## src/hdl/ideabc_pkg.sv

```systemverilog
package ideabc_pkg;

    localparam int ROUNDS_DEF  = 8;
    localparam int STORE_DEPTH = 52;
    localparam int ADDR_W      = $clog2(STORE_DEPTH);
    localparam int WORD_W      = 16;
    localparam int BLOCK_W     = 64;
    localparam int KEY_W       = 128;
    localparam int PADDR_W     = 5;
    localparam int PDATA_W     = 64;

    localparam logic [1:0] REG_KEY_HIGH     = 2'd0;
    localparam logic [1:0] REG_KEY_LOW      = 2'd1;
    localparam logic [1:0] REG_DECRYPT_MODE = 2'd2;

    localparam logic [1:0] OP_COPY = 2'd0;
    localparam logic [1:0] OP_NEG  = 2'd1;
    localparam logic [1:0] OP_INV  = 2'd2;

    typedef struct packed {
        logic              we;
        logic [ADDR_W-1:0] addr;
        logic [WORD_W-1:0] data;
    } ram_wr_t;

    function automatic logic [WORD_W:0] mm_ext(input logic [WORD_W-1:0] v);
        mm_ext = (v == '0) ? {1'b1, {WORD_W{1'b0}}} : {1'b0, v};
    endfunction

    function automatic logic [WORD_W-1:0] mm_reduce(input logic [2*WORD_W:0] p);
        logic [WORD_W+1:0] d;
        d = {2'b00, p[WORD_W-1:0]} - {1'b0, p[2*WORD_W:WORD_W]};
        if (d[WORD_W+1])
        begin
            d = d + {2'b01, {(WORD_W-1){1'b0}}, 1'b1};
        end
        mm_reduce = d[WORD_W-1:0];
    endfunction

endpackage

```

## src/hdl/idea_block_cipher_top.sv

```systemverilog
// IDEA block cipher, 128-bit key, one 64-bit block per request beat.
// Configuration: APB-style port, registers at byte addresses 0x00 key_high,
// 0x08 key_low, 0x10 decrypt_mode; writes complete in the access cycle.
// Any register write rebuilds the 52-entry subkey memory; req_ready stays
// low until the rebuild is finished. A decrypt rebuild also computes each
// of the 2*ROUNDS+2 multiplicative inverses (square-and-multiply on one
// 17x17 multiplier).
// Data: req_valid/req_ready carry block_in, rsp_valid/rsp_ready carry
// block_out. One block is processed at a time: each subkey is read from the
// subkey memory and then applied, and a new block is accepted only after
// the previous one has finished. The result sits in an output register; the
// next block is accepted while it waits. If the receiver stalls, a finished
// block holds in the core until the output register frees.
// Reset clears the configuration registers to zero and starts a rebuild for the zero key.
module idea_block_cipher_top #(
    parameter int ROUNDS = ideabc_pkg::ROUNDS_DEF
) (
    input  logic                           clk,
    input  logic                           rst_n,
    input  logic                           psel,
    input  logic                           penable,
    input  logic                           pwrite,
    input  logic [ideabc_pkg::PADDR_W-1:0] paddr,
    input  logic [ideabc_pkg::PDATA_W-1:0] pwdata,
    output logic [ideabc_pkg::PDATA_W-1:0] prdata,
    output logic                           pready,
    input  logic                           req_valid,
    output logic                           req_ready,
    input  logic [ideabc_pkg::BLOCK_W-1:0] block_in,
    output logic                           rsp_valid,
    input  logic                           rsp_ready,
    output logic [ideabc_pkg::BLOCK_W-1:0] block_out
);
    import ideabc_pkg::*;

    logic [63:0]       key_high_reg;
    logic [63:0]       key_low_reg;
    logic              decrypt_mode_reg;
    logic [1:0]        reg_idx;
    logic              wr_en;
    logic              restart;
    logic              sched_busy;
    ram_wr_t           wr;
    logic [ADDR_W-1:0] raddr;
    logic [WORD_W-1:0] rdata;

    assign pready  = 1'b1;
    assign reg_idx = paddr[4:3];
    assign wr_en   = psel && penable && pwrite;
    assign restart = wr_en && (reg_idx == REG_KEY_HIGH || reg_idx == REG_KEY_LOW ||
                               reg_idx == REG_DECRYPT_MODE);

    always_ff @(posedge clk or negedge rst_n)
    begin
        if (!rst_n)
        begin
            key_high_reg     <= '0;
            key_low_reg      <= '0;
            decrypt_mode_reg <= 1'b0;
        end
        else if (wr_en)
        begin
            case (reg_idx)
                REG_KEY_HIGH:     key_high_reg     <= pwdata;
                REG_KEY_LOW:      key_low_reg      <= pwdata;
                REG_DECRYPT_MODE: decrypt_mode_reg <= pwdata[0];
                default:          key_high_reg     <= key_high_reg;
            endcase
        end
    end

    always_comb
    begin
        case (reg_idx)
            REG_KEY_HIGH:     prdata = key_high_reg;
            REG_KEY_LOW:      prdata = key_low_reg;
            REG_DECRYPT_MODE: prdata = {63'd0, decrypt_mode_reg};
            default:          prdata = '0;
        endcase
    end

    ideabc_ksched #(.ROUNDS(ROUNDS)) u_ksched (
        .clk     (clk),
        .rst_n   (rst_n),
        .key     ({key_high_reg, key_low_reg}),
        .decrypt (decrypt_mode_reg),
        .restart (restart),
        .busy    (sched_busy),
        .wr      (wr)
    );

    ideabc_ram #(.WIDTH(WORD_W), .DEPTH(STORE_DEPTH)) u_ram (
        .clk   (clk),
        .we    (wr.we),
        .waddr (wr.addr),
        .wdata (wr.data),
        .raddr (raddr),
        .rdata (rdata)
    );

    ideabc_core #(.ROUNDS(ROUNDS)) u_core (
        .clk        (clk),
        .rst_n      (rst_n),
        .sched_busy (sched_busy),
        .req_valid  (req_valid),
        .req_ready  (req_ready),
        .block_in   (block_in),
        .rsp_valid  (rsp_valid),
        .rsp_ready  (rsp_ready),
        .block_out  (block_out),
        .raddr      (raddr),
        .rdata      (rdata)
    );
endmodule

```

## src/hdl/ideabc_ram.sv

```systemverilog
module ideabc_ram #(
    parameter int WIDTH = 16,
    parameter int DEPTH = 52
) (
    input  logic                     clk,
    input  logic                     we,
    input  logic [$clog2(DEPTH)-1:0] waddr,
    input  logic [WIDTH-1:0]         wdata,
    input  logic [$clog2(DEPTH)-1:0] raddr,
    output logic [WIDTH-1:0]         rdata
);
    logic [WIDTH-1:0] mem [DEPTH];
    logic [WIDTH-1:0] rdata_reg;

    always_ff @(posedge clk)
    begin
        if (we)
        begin
            mem[waddr] <= wdata;
        end
        rdata_reg <= mem[raddr];
    end

    assign rdata = rdata_reg;
endmodule

```

## src/hdl/ideabc_ksched.sv

```systemverilog
module ideabc_ksched #(
    parameter int ROUNDS = ideabc_pkg::ROUNDS_DEF
) (
    input  logic                         clk,
    input  logic                         rst_n,
    input  logic [ideabc_pkg::KEY_W-1:0] key,
    input  logic                         decrypt,
    input  logic                         restart,
    output logic                         busy,
    output ideabc_pkg::ram_wr_t          wr
);
    import ideabc_pkg::*;

    localparam int USED  = 6 * ROUNDS + 4;
    localparam int IBASE0 = 6 * (ROUNDS - 1);
    localparam logic [1:0] S_LOAD = 2'd0;
    localparam logic [1:0] S_GEN  = 2'd1;
    localparam logic [1:0] S_INV  = 2'd2;
    localparam logic [1:0] S_DONE = 2'd3;

    logic [1:0]        state_reg;
    logic [KEY_W-1:0]  keyrot_reg;
    logic [ADDR_W-1:0] k_reg;
    logic [2:0]        t_reg;
    logic [ADDR_W-1:0] ibase_reg;
    logic [ADDR_W-1:0] dest_reg;
    logic [WORD_W:0]   base_reg;
    logic [WORD_W:0]   acc_reg;
    logic [2*WORD_W:0] prod_reg;
    logic [3:0]        it_reg;
    logic [1:0]        sp_reg;

    logic [WORD_W-1:0] word;
    logic [6:0]        sh;
    logic              head;
    logic              tail;
    logic [ADDR_W-1:0] dest;
    logic [1:0]        op;
    logic              inv_last;
    logic              advance;

    assign sh   = {3'd7 - k_reg[2:0], 4'b0000};
    assign word = WORD_W'(keyrot_reg >> sh);
    assign head = (k_reg < ADDR_W'(4));
    assign tail = (k_reg >= ADDR_W'(USED));
    assign inv_last = (state_reg == S_INV) && (sp_reg == 2'd3) && (it_reg == 4'd14);
    assign advance  = ((state_reg == S_GEN) && (op != OP_INV)) || inv_last;
    assign busy = (state_reg != S_DONE);

    always_comb
    begin
        dest = k_reg;
        op   = OP_COPY;
        if (decrypt && !tail)
        begin
            if (head)
            begin
                dest = ADDR_W'(6 * ROUNDS) + k_reg;
                op   = (k_reg[1:0] == 2'd0 || k_reg[1:0] == 2'd3) ? OP_INV : OP_NEG;
            end
            else
            begin
                case (t_reg)
                    3'd0:
                    begin
                        dest = ibase_reg + ADDR_W'(4);
                        op   = OP_COPY;
                    end
                    3'd1:
                    begin
                        dest = ibase_reg + ADDR_W'(5);
                        op   = OP_COPY;
                    end
                    3'd2:
                    begin
                        dest = ibase_reg;
                        op   = OP_INV;
                    end
                    3'd3:
                    begin
                        dest = ibase_reg + ((ibase_reg != '0) ? ADDR_W'(2) : ADDR_W'(1));
                        op   = OP_NEG;
                    end
                    3'd4:
                    begin
                        dest = ibase_reg + ((ibase_reg != '0) ? ADDR_W'(1) : ADDR_W'(2));
                        op   = OP_NEG;
                    end
                    3'd5:
                    begin
                        dest = ibase_reg + ADDR_W'(3);
                        op   = OP_INV;
                    end
                    default:
                    begin
                        dest = k_reg;
                        op   = OP_COPY;
                    end
                endcase
            end
        end
    end

    always_comb
    begin
        wr.we   = advance;
        wr.addr = (state_reg == S_GEN) ? dest : dest_reg;
        if (state_reg == S_GEN)
        begin
            wr.data = (op == OP_NEG) ? WORD_W'(16'd0 - word) : word;
        end
        else
        begin
            wr.data = mm_reduce(prod_reg);
        end
    end

    always_ff @(posedge clk or negedge rst_n)
    begin
        if (!rst_n)
        begin
            state_reg <= S_LOAD;
            k_reg     <= '0;
            t_reg     <= '0;
            ibase_reg <= '0;
            it_reg    <= '0;
            sp_reg    <= '0;
        end
        else if (restart)
        begin
            state_reg <= S_LOAD;
        end
        else
        begin
            case (state_reg)
                S_LOAD:
                begin
                    k_reg     <= '0;
                    t_reg     <= '0;
                    ibase_reg <= ADDR_W'(IBASE0);
                    state_reg <= S_GEN;
                end
                S_GEN:
                begin
                    if (op == OP_INV)
                    begin
                        it_reg    <= '0;
                        sp_reg    <= '0;
                        state_reg <= S_INV;
                    end
                end
                S_INV:
                begin
                    sp_reg <= sp_reg + 2'd1;
                    if (sp_reg == 2'd3 && !inv_last)
                    begin
                        it_reg <= it_reg + 4'd1;
                    end
                end
                default:
                begin
                    state_reg <= S_DONE;
                end
            endcase
            if (advance)
            begin
                k_reg <= k_reg + ADDR_W'(1);
                if (!head && !tail)
                begin
                    if (t_reg == 3'd5)
                    begin
                        t_reg     <= '0;
                        ibase_reg <= ibase_reg - ADDR_W'(6);
                    end
                    else
                    begin
                        t_reg <= t_reg + 3'd1;
                    end
                end
                state_reg <= (k_reg == ADDR_W'(STORE_DEPTH - 1)) ? S_DONE : S_GEN;
            end
        end
    end

    always_ff @(posedge clk)
    begin
        if (state_reg == S_LOAD)
        begin
            keyrot_reg <= key;
        end
        else if (advance && k_reg[2:0] == 3'd7)
        begin
            keyrot_reg <= {keyrot_reg[KEY_W-26:0], keyrot_reg[KEY_W-1:KEY_W-25]};
        end
        if (state_reg == S_GEN)
        begin
            base_reg <= mm_ext(word);
            acc_reg  <= mm_ext(word);
            dest_reg <= dest;
        end
        else if (state_reg == S_INV)
        begin
            case (sp_reg)
                2'd0:    prod_reg <= (2*WORD_W+1)'(acc_reg * acc_reg);
                2'd2:    prod_reg <= (2*WORD_W+1)'(acc_reg * base_reg);
                default: acc_reg  <= mm_ext(mm_reduce(prod_reg));
            endcase
        end
    end
endmodule

```

## src/hdl/ideabc_core.sv

```systemverilog
module ideabc_core #(
    parameter int ROUNDS = ideabc_pkg::ROUNDS_DEF
) (
    input  logic                          clk,
    input  logic                          rst_n,
    input  logic                          sched_busy,
    input  logic                          req_valid,
    output logic                          req_ready,
    input  logic [ideabc_pkg::BLOCK_W-1:0] block_in,
    output logic                          rsp_valid,
    input  logic                          rsp_ready,
    output logic [ideabc_pkg::BLOCK_W-1:0] block_out,
    output logic [ideabc_pkg::ADDR_W-1:0]  raddr,
    input  logic [ideabc_pkg::WORD_W-1:0]  rdata
);
    import ideabc_pkg::*;

    localparam int RW = $clog2(ROUNDS + 1);
    localparam logic [1:0] C_IDLE = 2'd0;
    localparam logic [1:0] C_RUN  = 2'd1;
    localparam logic [1:0] C_DONE = 2'd2;

    logic [1:0]         state_reg;
    logic               ph_reg;
    logic [ADDR_W-1:0]  k_reg;
    logic [2:0]         t_reg;
    logic [RW-1:0]      rnd_reg;
    logic [WORD_W-1:0]  x0_reg, x1_reg, x2_reg, x3_reg, t0_reg, key_reg;
    logic [2*WORD_W:0]  prod_reg;
    logic               rsp_valid_reg;
    logic [BLOCK_W-1:0] block_out_reg;

    logic               final_tr;
    logic               last_step;
    logic               accept;
    logic               load_out;
    logic [WORD_W-1:0]  opa;
    logic [WORD_W-1:0]  mr;
    logic [WORD_W-1:0]  mix_t0;

    assign final_tr  = (rnd_reg == RW'(ROUNDS));
    assign last_step = final_tr && (t_reg == 3'd3);
    assign req_ready = (state_reg == C_IDLE) && !sched_busy;
    assign accept    = req_valid && req_ready;
    assign load_out  = (state_reg == C_DONE) && (!rsp_valid_reg || rsp_ready);
    assign mr        = mm_reduce(prod_reg);
    assign mix_t0    = t0_reg + mr;
    assign rsp_valid = rsp_valid_reg;
    assign block_out = block_out_reg;

    always_comb
    begin
        if (state_reg != C_RUN)
        begin
            raddr = '0;
        end
        else if (ph_reg && !last_step)
        begin
            raddr = k_reg + ADDR_W'(1);
        end
        else
        begin
            raddr = k_reg;
        end
    end

    always_comb
    begin
        case (t_reg)
            3'd3:    opa = x3_reg;
            3'd4:    opa = x0_reg ^ x2_reg;
            3'd5:    opa = t0_reg + (x1_reg ^ x3_reg);
            default: opa = x0_reg;
        endcase
    end

    always_ff @(posedge clk or negedge rst_n)
    begin
        if (!rst_n)
        begin
            state_reg     <= C_IDLE;
            ph_reg        <= 1'b0;
            k_reg         <= '0;
            t_reg         <= '0;
            rnd_reg       <= '0;
            rsp_valid_reg <= 1'b0;
        end
        else
        begin
            if (load_out)
            begin
                rsp_valid_reg <= 1'b1;
            end
            else if (rsp_ready)
            begin
                rsp_valid_reg <= 1'b0;
            end
            case (state_reg)
                C_IDLE:
                begin
                    if (accept)
                    begin
                        ph_reg    <= 1'b0;
                        k_reg     <= '0;
                        t_reg     <= '0;
                        rnd_reg   <= '0;
                        state_reg <= C_RUN;
                    end
                end
                C_RUN:
                begin
                    ph_reg <= !ph_reg;
                    if (ph_reg)
                    begin
                        k_reg <= k_reg + ADDR_W'(1);
                        if (!final_tr && t_reg == 3'd5)
                        begin
                            t_reg   <= '0;
                            rnd_reg <= rnd_reg + RW'(1);
                        end
                        else
                        begin
                            t_reg <= t_reg + 3'd1;
                        end
                        if (last_step)
                        begin
                            state_reg <= C_DONE;
                        end
                    end
                end
                C_DONE:
                begin
                    if (load_out)
                    begin
                        state_reg <= C_IDLE;
                    end
                end
                default:
                begin
                    state_reg <= C_IDLE;
                end
            endcase
        end
    end

    always_ff @(posedge clk)
    begin
        if (accept)
        begin
            x0_reg <= block_in[63:48];
            x1_reg <= block_in[47:32];
            x2_reg <= block_in[31:16];
            x3_reg <= block_in[15:0];
        end
        else if (state_reg == C_RUN && !ph_reg)
        begin
            prod_reg <= (2*WORD_W+1)'(mm_ext(opa) * mm_ext(rdata));
            key_reg  <= rdata;
        end
        else if (state_reg == C_RUN)
        begin
            case (t_reg)
                3'd0: x0_reg <= mr;
                3'd1:
                begin
                    if (final_tr)
                    begin
                        x2_reg <= x2_reg + key_reg;
                    end
                    else
                    begin
                        x1_reg <= x1_reg + key_reg;
                    end
                end
                3'd2:
                begin
                    if (final_tr)
                    begin
                        x1_reg <= x1_reg + key_reg;
                    end
                    else
                    begin
                        x2_reg <= x2_reg + key_reg;
                    end
                end
                3'd3: x3_reg <= mr;
                3'd4: t0_reg <= mr;
                3'd5:
                begin
                    x0_reg <= x0_reg ^ mr;
                    x3_reg <= x3_reg ^ mix_t0;
                    x1_reg <= x2_reg ^ mr;
                    x2_reg <= mix_t0 ^ x1_reg;
                end
                default: t0_reg <= t0_reg;
            endcase
        end
        if (load_out)
        begin
            block_out_reg <= {x0_reg, x2_reg, x1_reg, x3_reg};
        end
    end
endmodule

```

## config.mk

```make
export PLATFORM = sky130hd
export DESIGN_NAME = idea_block_cipher_top
export DESIGN_NICKNAME = d
export VERILOG_FILES = /design/src/hdl/ideabc_pkg.sv /design/src/hdl/idea_block_cipher_top.sv /design/src/hdl/ideabc_ram.sv /design/src/hdl/ideabc_ksched.sv /design/src/hdl/ideabc_core.sv
export SDC_FILE = /design/constraint.sdc
export NUM_CORES = 2
export LEC_CHECK = 0
export BUFFER_PORTS_ARGS = -buffer_cell sky130_fd_sc_hd__buf_2
export CORE_MARGIN = 8
export CORE_UTILIZATION = 65
export CTS_BUF_LIST = sky130_fd_sc_hd__clkbuf_8
export CTS_CLUSTER_DIAMETER = 30
export CTS_CLUSTER_SIZE = 14
export DETAILED_ROUTE_END_ITERATION = 10
export GPL_TIMING_DRIVEN = 0
export PLACE_DENSITY_LB_ADDON = 0.25
export SYNTH_ARGS = -nofsm -noshare
export SYNTH_HDL_FRONTEND = slang
export SYNTH_SLANG_ARGS = --single-unit
```

## constraint.sdc

```tcl
create_clock -name clk -period 13.9 [get_ports clk]
set_input_delay 1.39 -clock clk [delete_from_list [all_inputs] [get_ports clk]]
set_output_delay 1.39 -clock clk [all_outputs]
set_load 0.1 [all_outputs]
```

**After elaboration in Yosys (flattened, before gate mapping)**

Memories as Yosys holds them, arrays and structs flattened. A register that Yosys moved wholly into a read port is not among the register bits.
Index checks and enable logic that the tools add are counted.
W data, S select, Z words.

- Add/sub/neg operators: 24
- $mul: 3
- Order comparisons: 2
- Equality and inequality tests: 43
- Shift operators: 1
- Mux-type cells: 93
- Bitwise gates (word level): 10
- Reductions and logical operators: 74

Operator list:

| cell | number |
|---|---|
| $mux W16 | 23 |
| $mux W128 | 2 |
| $pmux W64 S3 | 1 |
| $pmux W16 S3 | 3 |
| $shr A128 B7 Y16 | 1 |
| $mux W17 | 7 |
| $mul A17 B17 Y33 | 3 |
| $xor A16 B16 Y16 | 6 |
| $mux W6 | 13 |
| $pmux W33 S2 | 1 |
| $add A16 B16 Y16 | 4 |
| $logic_not A16 Y1 | 4 |
| $pmux W16 S2 | 2 |
| $pmux W6 S6 | 1 |
| $sub A16 B17 Y18 | 2 |
| $add A16 B1 Y16 const B | 2 |
| $mux W2 | 14 |
| $mux W3 | 7 |
| $mux W4 | 5 |
| $ne A2 B1 Y1 const B | 9 |
| $logic_and A1 B1 Y1 | 17 |
| $pmux W4 S2 | 2 |
| $reduce_and A2 Y1 | 8 |
| $reduce_and A4 Y1 | 4 |
| 43 further kinds | 109 |

- Register bits after elaboration: 563
- RAM bits: 832
- Input port bits: 140
- Output and inout bits: 131
- Logic and storage cells: 279
- Memories: 1

Memories:

| name | depth | bits a word | rd ports | clocked after Yosys merged registers in | write ports | RTL line | source |
|---|---|---|---|---|---|---|---|
| u_ram.mem | 52 | 16 | 1 | 1 | 1 | ideabc_ram.sv:12 | `logic [WIDTH-1:0] mem [DEPTH];` |

**Depth between registers and ports, before layout**

- Word-level depth: 11
- Gate-level depth with buffers: 33
- Gate-level depth less buffers: 32

**By module**

A second synthesis with hierarchy kept.

- Cell total of the unflattened synthesis: 7242
- Area, all modules: 91220.0 um^2

By module, submodules not included:

| module | times used | cells each | area each (um^2) | seq. area each (um^2) |
|---|---|---|---|---|
| ideabc_ram | 1 | 1406 | 32307.2 | 25304.3 |
| ideabc_ksched | 1 | 3045 | 30132.6 | 6551.3 |
| ideabc_core | 1 | 2368 | 22694.3 | 6221.0 |
| idea_block_cipher_top | 1 | 423 | 6085.8 | 3228.1 |

**Worst setup path before layout**

No wires, ideal clock.

- Path kind: register -> register
- From: reg u_core.x3_reg[0]
- To: reg u_core.prod_reg[32] (data pin)
- Setup time: 261 ps
- Arrival time: 8443 ps
- Data required time: 13639 ps
- Setup slack: 5196 ps
- Stages on the path, launching flop included: 32
- Buffers on the path: 1
- Clock period less this slack: 8704 ps
- Path through: edfxtp_1 xor2_1 ha_1 fa_1 a211oi_2 o21ai_1 a221oi_2 nand2_1 or4_1 or4_4 nor4_4 buf_4 nand2_1 fa_1 fa_1 inv_1 fa_1 fa_1 fa_1 inv_1 fa_1 inv_1 ha_1 a21o_1 a21o_1 a21oi_1 o21ai_0 nor3_1 o21ai_0 a21oi_1 o21ai_0 xnor2_1

- Word-level cells in the longest chain between the ends: 6

RTL lines:

| item | RTL line | source |
|---|---|---|
| from (decl) | ideabc_core.sv:28 | `logic [WORD_W-1:0] x0_reg, x1_reg, x2_reg, x3_reg, t0_reg, key_reg;` |
| from (signal assigned) | ideabc_core.sv:153 | `x3_reg <= block_in[15:0];` |
| from (signal assigned) | ideabc_core.sv:186 | `3'd3: x3_reg <= mr;` |
| from (signal assigned) | ideabc_core.sv:191 | `x3_reg <= x3_reg ^ mix_t0;` |
| $xor A16 B16 Y16 | ideabc_core.sv:72 | `3'd5: opa = t0_reg + (x1_reg ^ x3_reg);` |
| $add A16 B16 Y16 | ideabc_core.sv:72 |  |
| $pmux W16 S3 (*) | ideabc_core.sv:69 | `case (t_reg)` |
| $logic_not A16 Y1 | ideabc_pkg.sv:27 | `mm_ext = (v == '0) ? {1'b1, {WORD_W{1'b0}}} : {1'b0, v};` |
| $mux W17 (*) | ideabc_pkg.sv:27 |  |
| $mul A17 B17 Y33 (*) | ideabc_core.sv:157 | `prod_reg <= (2*WORD_W+1)'(mm_ext(opa) * mm_ext(rdata));` |
| to (signal assigned) | ideabc_core.sv:157 |  |
| to (decl) | ideabc_core.sv:29 | `logic [2*WORD_W:0] prod_reg;` |

Every way passes the cells marked *; elsewhere a longest branch is shown, timed or not.
A chain may end at the register's enable or synchronous reset.

**Final worst setup path**

- From: reg u_core.t_reg[0]
- To: reg u_core.prod_reg[32] (data pin)

- Word-level cells in the longest chain between the ends: 5
- Elaborated cells between the ends (all ways): 7
- Classes of those cells: 1 x mul; 3 x eq/ne; 2 x mux; 1 x reduce/logical

RTL lines:

| item | RTL line | source |
|---|---|---|
| from (decl) | ideabc_core.sv:26 | `logic [2:0] t_reg;` |
| from (signal assigned) | ideabc_core.sv:123 | `t_reg <= t_reg + 3'd1;` |
| $eq A3 B3 Y1 or $eq A3 B2 Y1 (tied branches) | ideabc_core.sv:69 |  |
| $pmux W16 S3 (*) | ideabc_core.sv:69 |  |
| $logic_not A16 Y1 | ideabc_pkg.sv:27 |  |
| $mux W17 (*) | ideabc_pkg.sv:27 |  |
| $mul A17 B17 Y33 (*) | ideabc_core.sv:157 |  |

Marked as above.

==> summary.md <==
| Metric | Value |
|---|---|
| Area contributors post-synth | sky130_fd_sc_hd__edfxtp_1 (40%), sky130_fd_sc_hd__fa_1 (14%), sky130_fd_sc_hd__nand2_1 (6.2%) |
| First-pass GRT wire length | 416000 um |
| Pre-CTS WS | 3.48 ns |
| List of most frequent post-synthesis cells | sky130_fd_sc_hd__nand2_1 (1522), sky130_fd_sc_hd__edfxtp_1 (1220), sky130_fd_sc_hd__inv_1 (929), sky130_fd_sc_hd__fa_1 (645), sky130_fd_sc_hd__nand3_1 (494) |
| Max reg flops | 832 |
| Required time of the critical path | 14.56 ns |
| Global routing's busiest layer | met2 |
| Port Buf Inserts | 264 |
| Critical-path top delay cell | sky130_fd_sc_hd__a21oi_1 |
| Fraction of registers with async set or reset after synthesis | 12.0% |
| Vert. Die Dim | 392 um |
| Worst reg-to-reg setup slack | 3.27 ns |
| Core footprint | 141000 um^2 |
| Post-CTS Setup Inserts | 0 |
| Syn Std Cell Area | 91900 um^2 |
| Worst setup margin | 3.27 ns |
| Part of the Yosys area used for sequential elements | 45.0% |
| Flip-flop and latch count after synthesis | 1411 |
| Critical path class | reg -> reg |
| Die boundary width | 392 um |
| Worst skew pair latency | 1.02 ns |
| Global-route total usage across every layer | 35.7% |
| Number of buffers on the longest clock path | 4 |
| Final estimated routing congestion in global placement | 0.969 |
| Number of cells on the worst reg-to-reg path | 30 |
| Hold Violations, Final | 0 |
| Synthesized-area fraction occupied by adder cells | 20.0% |
| Number of buffers inserted during clock tree synthesis | 296 |
| Clock transition at the registers of the reported paths | 0.06 ns |
| DR pass1 iterations | 11 |
| Initial DRC Count | 8009 |
| Total count of max-transition violations in the final report | 0 |
| Setup Viol. Count Final | 0 |
| Standard-cell row count | 138 |
| Final-layout setup total negative slack | 0 ns |
| Max Cap Viol | 0 |
| Die Outline Area | 154000 um^2 |
| Net count reported at finish | 10300 |
| Minimum clock period after layout | 10.63 ns |
| Mean area per synthesized cell | 10.9 um^2 |
| Max Clock Freq | 94.1 MHz |
| DRC Markers | 0 |
| Mapped Cells | 8465 |
| Terminus of the critical flop-to-flop path | u_core.prod_reg[32]$_DFFE_PP_ |
| Slew at the pin with the worst max-slew slack | 1.48 ns |
| Final Skew | 0.108 ns |
| Largest net degree at the start of global routing | 118 |
| Dominant cell type by area after synthesis | sky130_fd_sc_hd__edfxtp_1 |
| Synth Net Count | 9689 |
| Cell Count Post-Placement | 10700 |
| Final HPWL from detailed placement | 208000 um |
| Mux share of post-synthesis cell area | 4.99% |
| CP arrival | 11.29 ns |
| Library cell appearing most often on the critical path | sky130_fd_sc_hd__fa_1 |
| FF-to-FF Start | u_core.t_reg[0]$_DFFE_PN0P_ |
| Class of the worst hold path | in -> async |
| Met1 usage | 46.0% |
| Grt met3 use | 8.56% |
| Final standard cell count with taps included and fillers excluded | 11200 |
| Max incr delay on CP | 1.06 ns |
| Growth of design area from synthesis to finish | 12.5% |
| Hold_buf cts | 0 |
| Total via count after detailed routing | 69500 |
| Clock tree from TritonCTS | yes |
| Post-synthesis xor/xnor area fraction | 2.94% |
| Via-per-instance ratio | 6.21 |
| Compound-cell area share of the yosys netlist | 6.84% |
| Antenna violations before repair | 9 |
| Overall overflow remaining after global route | 0 |
| Number of I/O pins | 271 |
| Launching instance or port of the critical path | u_core.t_reg[0]$_DFFE_PN0P_ |
| Clock root buffer | sky130_fd_sc_hd__clkbuf_8 |
| Most frequent cell after synthesis | sky130_fd_sc_hd__nand2_1 |
| Final WL | 278000 um |
| Max-slew headroom | 1.57% |
| Detailed-route wire length per cell | 24.8 um |
| Biggest fanout along the worst timing path | 10 |
| Post-route fraction of the period consumed by the critical path | 76.5% |
| CTS HTree Levels | 5 |
| Via count of the first global-routing pass | 70000 |
| Dominant combinational cell family by area after synthesis | adder cells |
| Ys flop type | sky130_fd_sc_hd__edfxtp_1 |
| Startpoint types | flip-flop |
| CP Capture Type | flip-flop |
| Area share of the largest cell type after synthesis | 39.9% |
| Post-cts resize count | 0 |
| Run status | complete, no violations |
| CTS sink count | 1411 |
| Distinct cell type count after synthesis | 99 |
| Layout cell share with drive strength beyond 1 | 13.2% |
| Starting Density | 65.2% |
| Number of enable-type register cells in the synthesized netlist | 1220 |
| Synth Warn # | 0 |
| Setup repair after global routing missed its margin | false |
| GRT met2 Usage | 56.8% |
| Simple-gate share of the synthesized area | 14.6% |
| Antenna-violating nets left | 0 |
| Critical Path End | u_core.prod_reg[32]$_DFFE_PP_ |
[cell usage in the layout (no fill, tap or decap), types with 22 or more instances in the layout]
master and instances:
sky130_fd_sc_hd__dfrtp_1 169, sky130_fd_sc_hd__edfxtp_1 1220, sky130_fd_sc_hd__inv_1 957, sky130_fd_sc_hd__mux2_2 268, sky130_fd_sc_hd__fa_1 645, sky130_fd_sc_hd__clkinv_1 26, sky130_fd_sc_hd__dfxtp_1 22, sky130_fd_sc_hd__and3_1 73
sky130_fd_sc_hd__nand3_1 494, sky130_fd_sc_hd__clkinvlp_4 37, sky130_fd_sc_hd__or3_1 26, sky130_fd_sc_hd__xnor2_1 188, sky130_fd_sc_hd__buf_1 30, sky130_fd_sc_hd__o21ai_0 202, sky130_fd_sc_hd__nor2_1 300, sky130_fd_sc_hd__xor2_1 108
sky130_fd_sc_hd__bufinv_16 43, sky130_fd_sc_hd__inv_6 24, sky130_fd_sc_hd__clkinv_2 31, sky130_fd_sc_hd__nor2_2 36, sky130_fd_sc_hd__a21oi_1 252, sky130_fd_sc_hd__mux2i_1 85, sky130_fd_sc_hd__clkbuf_1 369, sky130_fd_sc_hd__nor2b_1 53
sky130_fd_sc_hd__a311oi_1 99, sky130_fd_sc_hd__buf_2 280, sky130_fd_sc_hd__and2_1 259, sky130_fd_sc_hd__mux4_2 32, sky130_fd_sc_hd__a31o_2 34, sky130_fd_sc_hd__o21a_1 31, sky130_fd_sc_hd__ha_1 439, sky130_fd_sc_hd__a21o_1 61
sky130_fd_sc_hd__nor3_1 57, sky130_fd_sc_hd__a221oi_1 27, sky130_fd_sc_hd__nand2_1 1522, sky130_fd_sc_hd__clkbuf_8 310, sky130_fd_sc_hd__nand2b_1 40, sky130_fd_sc_hd__a31oi_1 32
[how the worst min path moves through the flow]
| stage | startpoint | endpoint | depth (start not counted) | slack (ns) |
|---|---|---|---|---|
| floorplan | u_ram.rdata[0]$_DFF_P_ | u_core.key_reg[0]$_DFFE_PP_ | 0 | 0.41 |
| global route | rst_n | key_high_reg[49]$_DFFE_PN0P_ | 1 | 0.30 |
| global placement | u_ram.rdata[0]$_DFF_P_ | u_core.key_reg[0]$_DFFE_PP_ | 0 | 0.46 |
| finish | rst_n | key_low_reg[26]$_DFFE_PN0P_ | 1 | 0.31 |
| detailed placement | u_ram.rdata[0]$_DFF_P_ | u_core.key_reg[0]$_DFFE_PP_ | 0 | 0.47 |
| CTS | rst_n | key_high_reg[49]$_DFFE_PN0P_ | 1 | 0.25 |
[through the flow]
step | area [um^2] | util, % | hold WS (ns)
final | 103000 | 73.4 | 0.306
after CTS | 103000 | 73.3 | 0.253
after floorplan | 91900 | - | 0.406
after global routing | 103000 | 73.4 | 0.296
after global placement | 95600 | 67.8 | 0.462
after detailed placement | 96600 | 68.6 | 0.467
[worst max-delay path: cells and delay by family (launching register included)]
family | cells | cell delay (ns)
adder cells (fa/ha/maj) | 9 | 3.99
AO/OA/AOI/OAI | 9 | 2.53
AND/OR/NAND/NOR | 6 | 2.43
buffers and inverters | 5 | 0.81
flip-flops | 1 | 0.44
XOR/XNOR | 1 | 0.14
[per-layer routing]
metal	up-vias	share of wire (%)	routed length (um)
li1	30100	-	-
met1	34100	37	102000
met2	4403	46	128000
met3	893	11	30900
met4	8	6.1	16800
met5	-	0.036	99
[layout make-up]
class | instances | area (um^2)
antenna | 3 | 7.51
buffer | 424 | 1660
clock buffer | 310 | 4270
clock inverter | 208 | 2320
fill | 9735 | 37500
inverter | 930 | 3490
multi-input combinational | 5700 | 45800
sequential | 1411 | 41300
tap | 1890 | 2360
timing repair buffer | 308 | 2200
[cells by family (layout without fill, tap and decap cells)]
logic type                 Yosys count  count (layout)
buffers and inverters             1354            2180
other                                1               4
muxes                              385             385
and+or+nand+nor                   2975            2975
xor gates and xnor gates           301             301
DFF                               1411            1411
AOI/OAI and AO/OA                  954             954
adders and majority gates         1084            1084
Power is not shown: default switching activity piles up to over one toggle a cycle in this logic, so the estimate is an artifact.
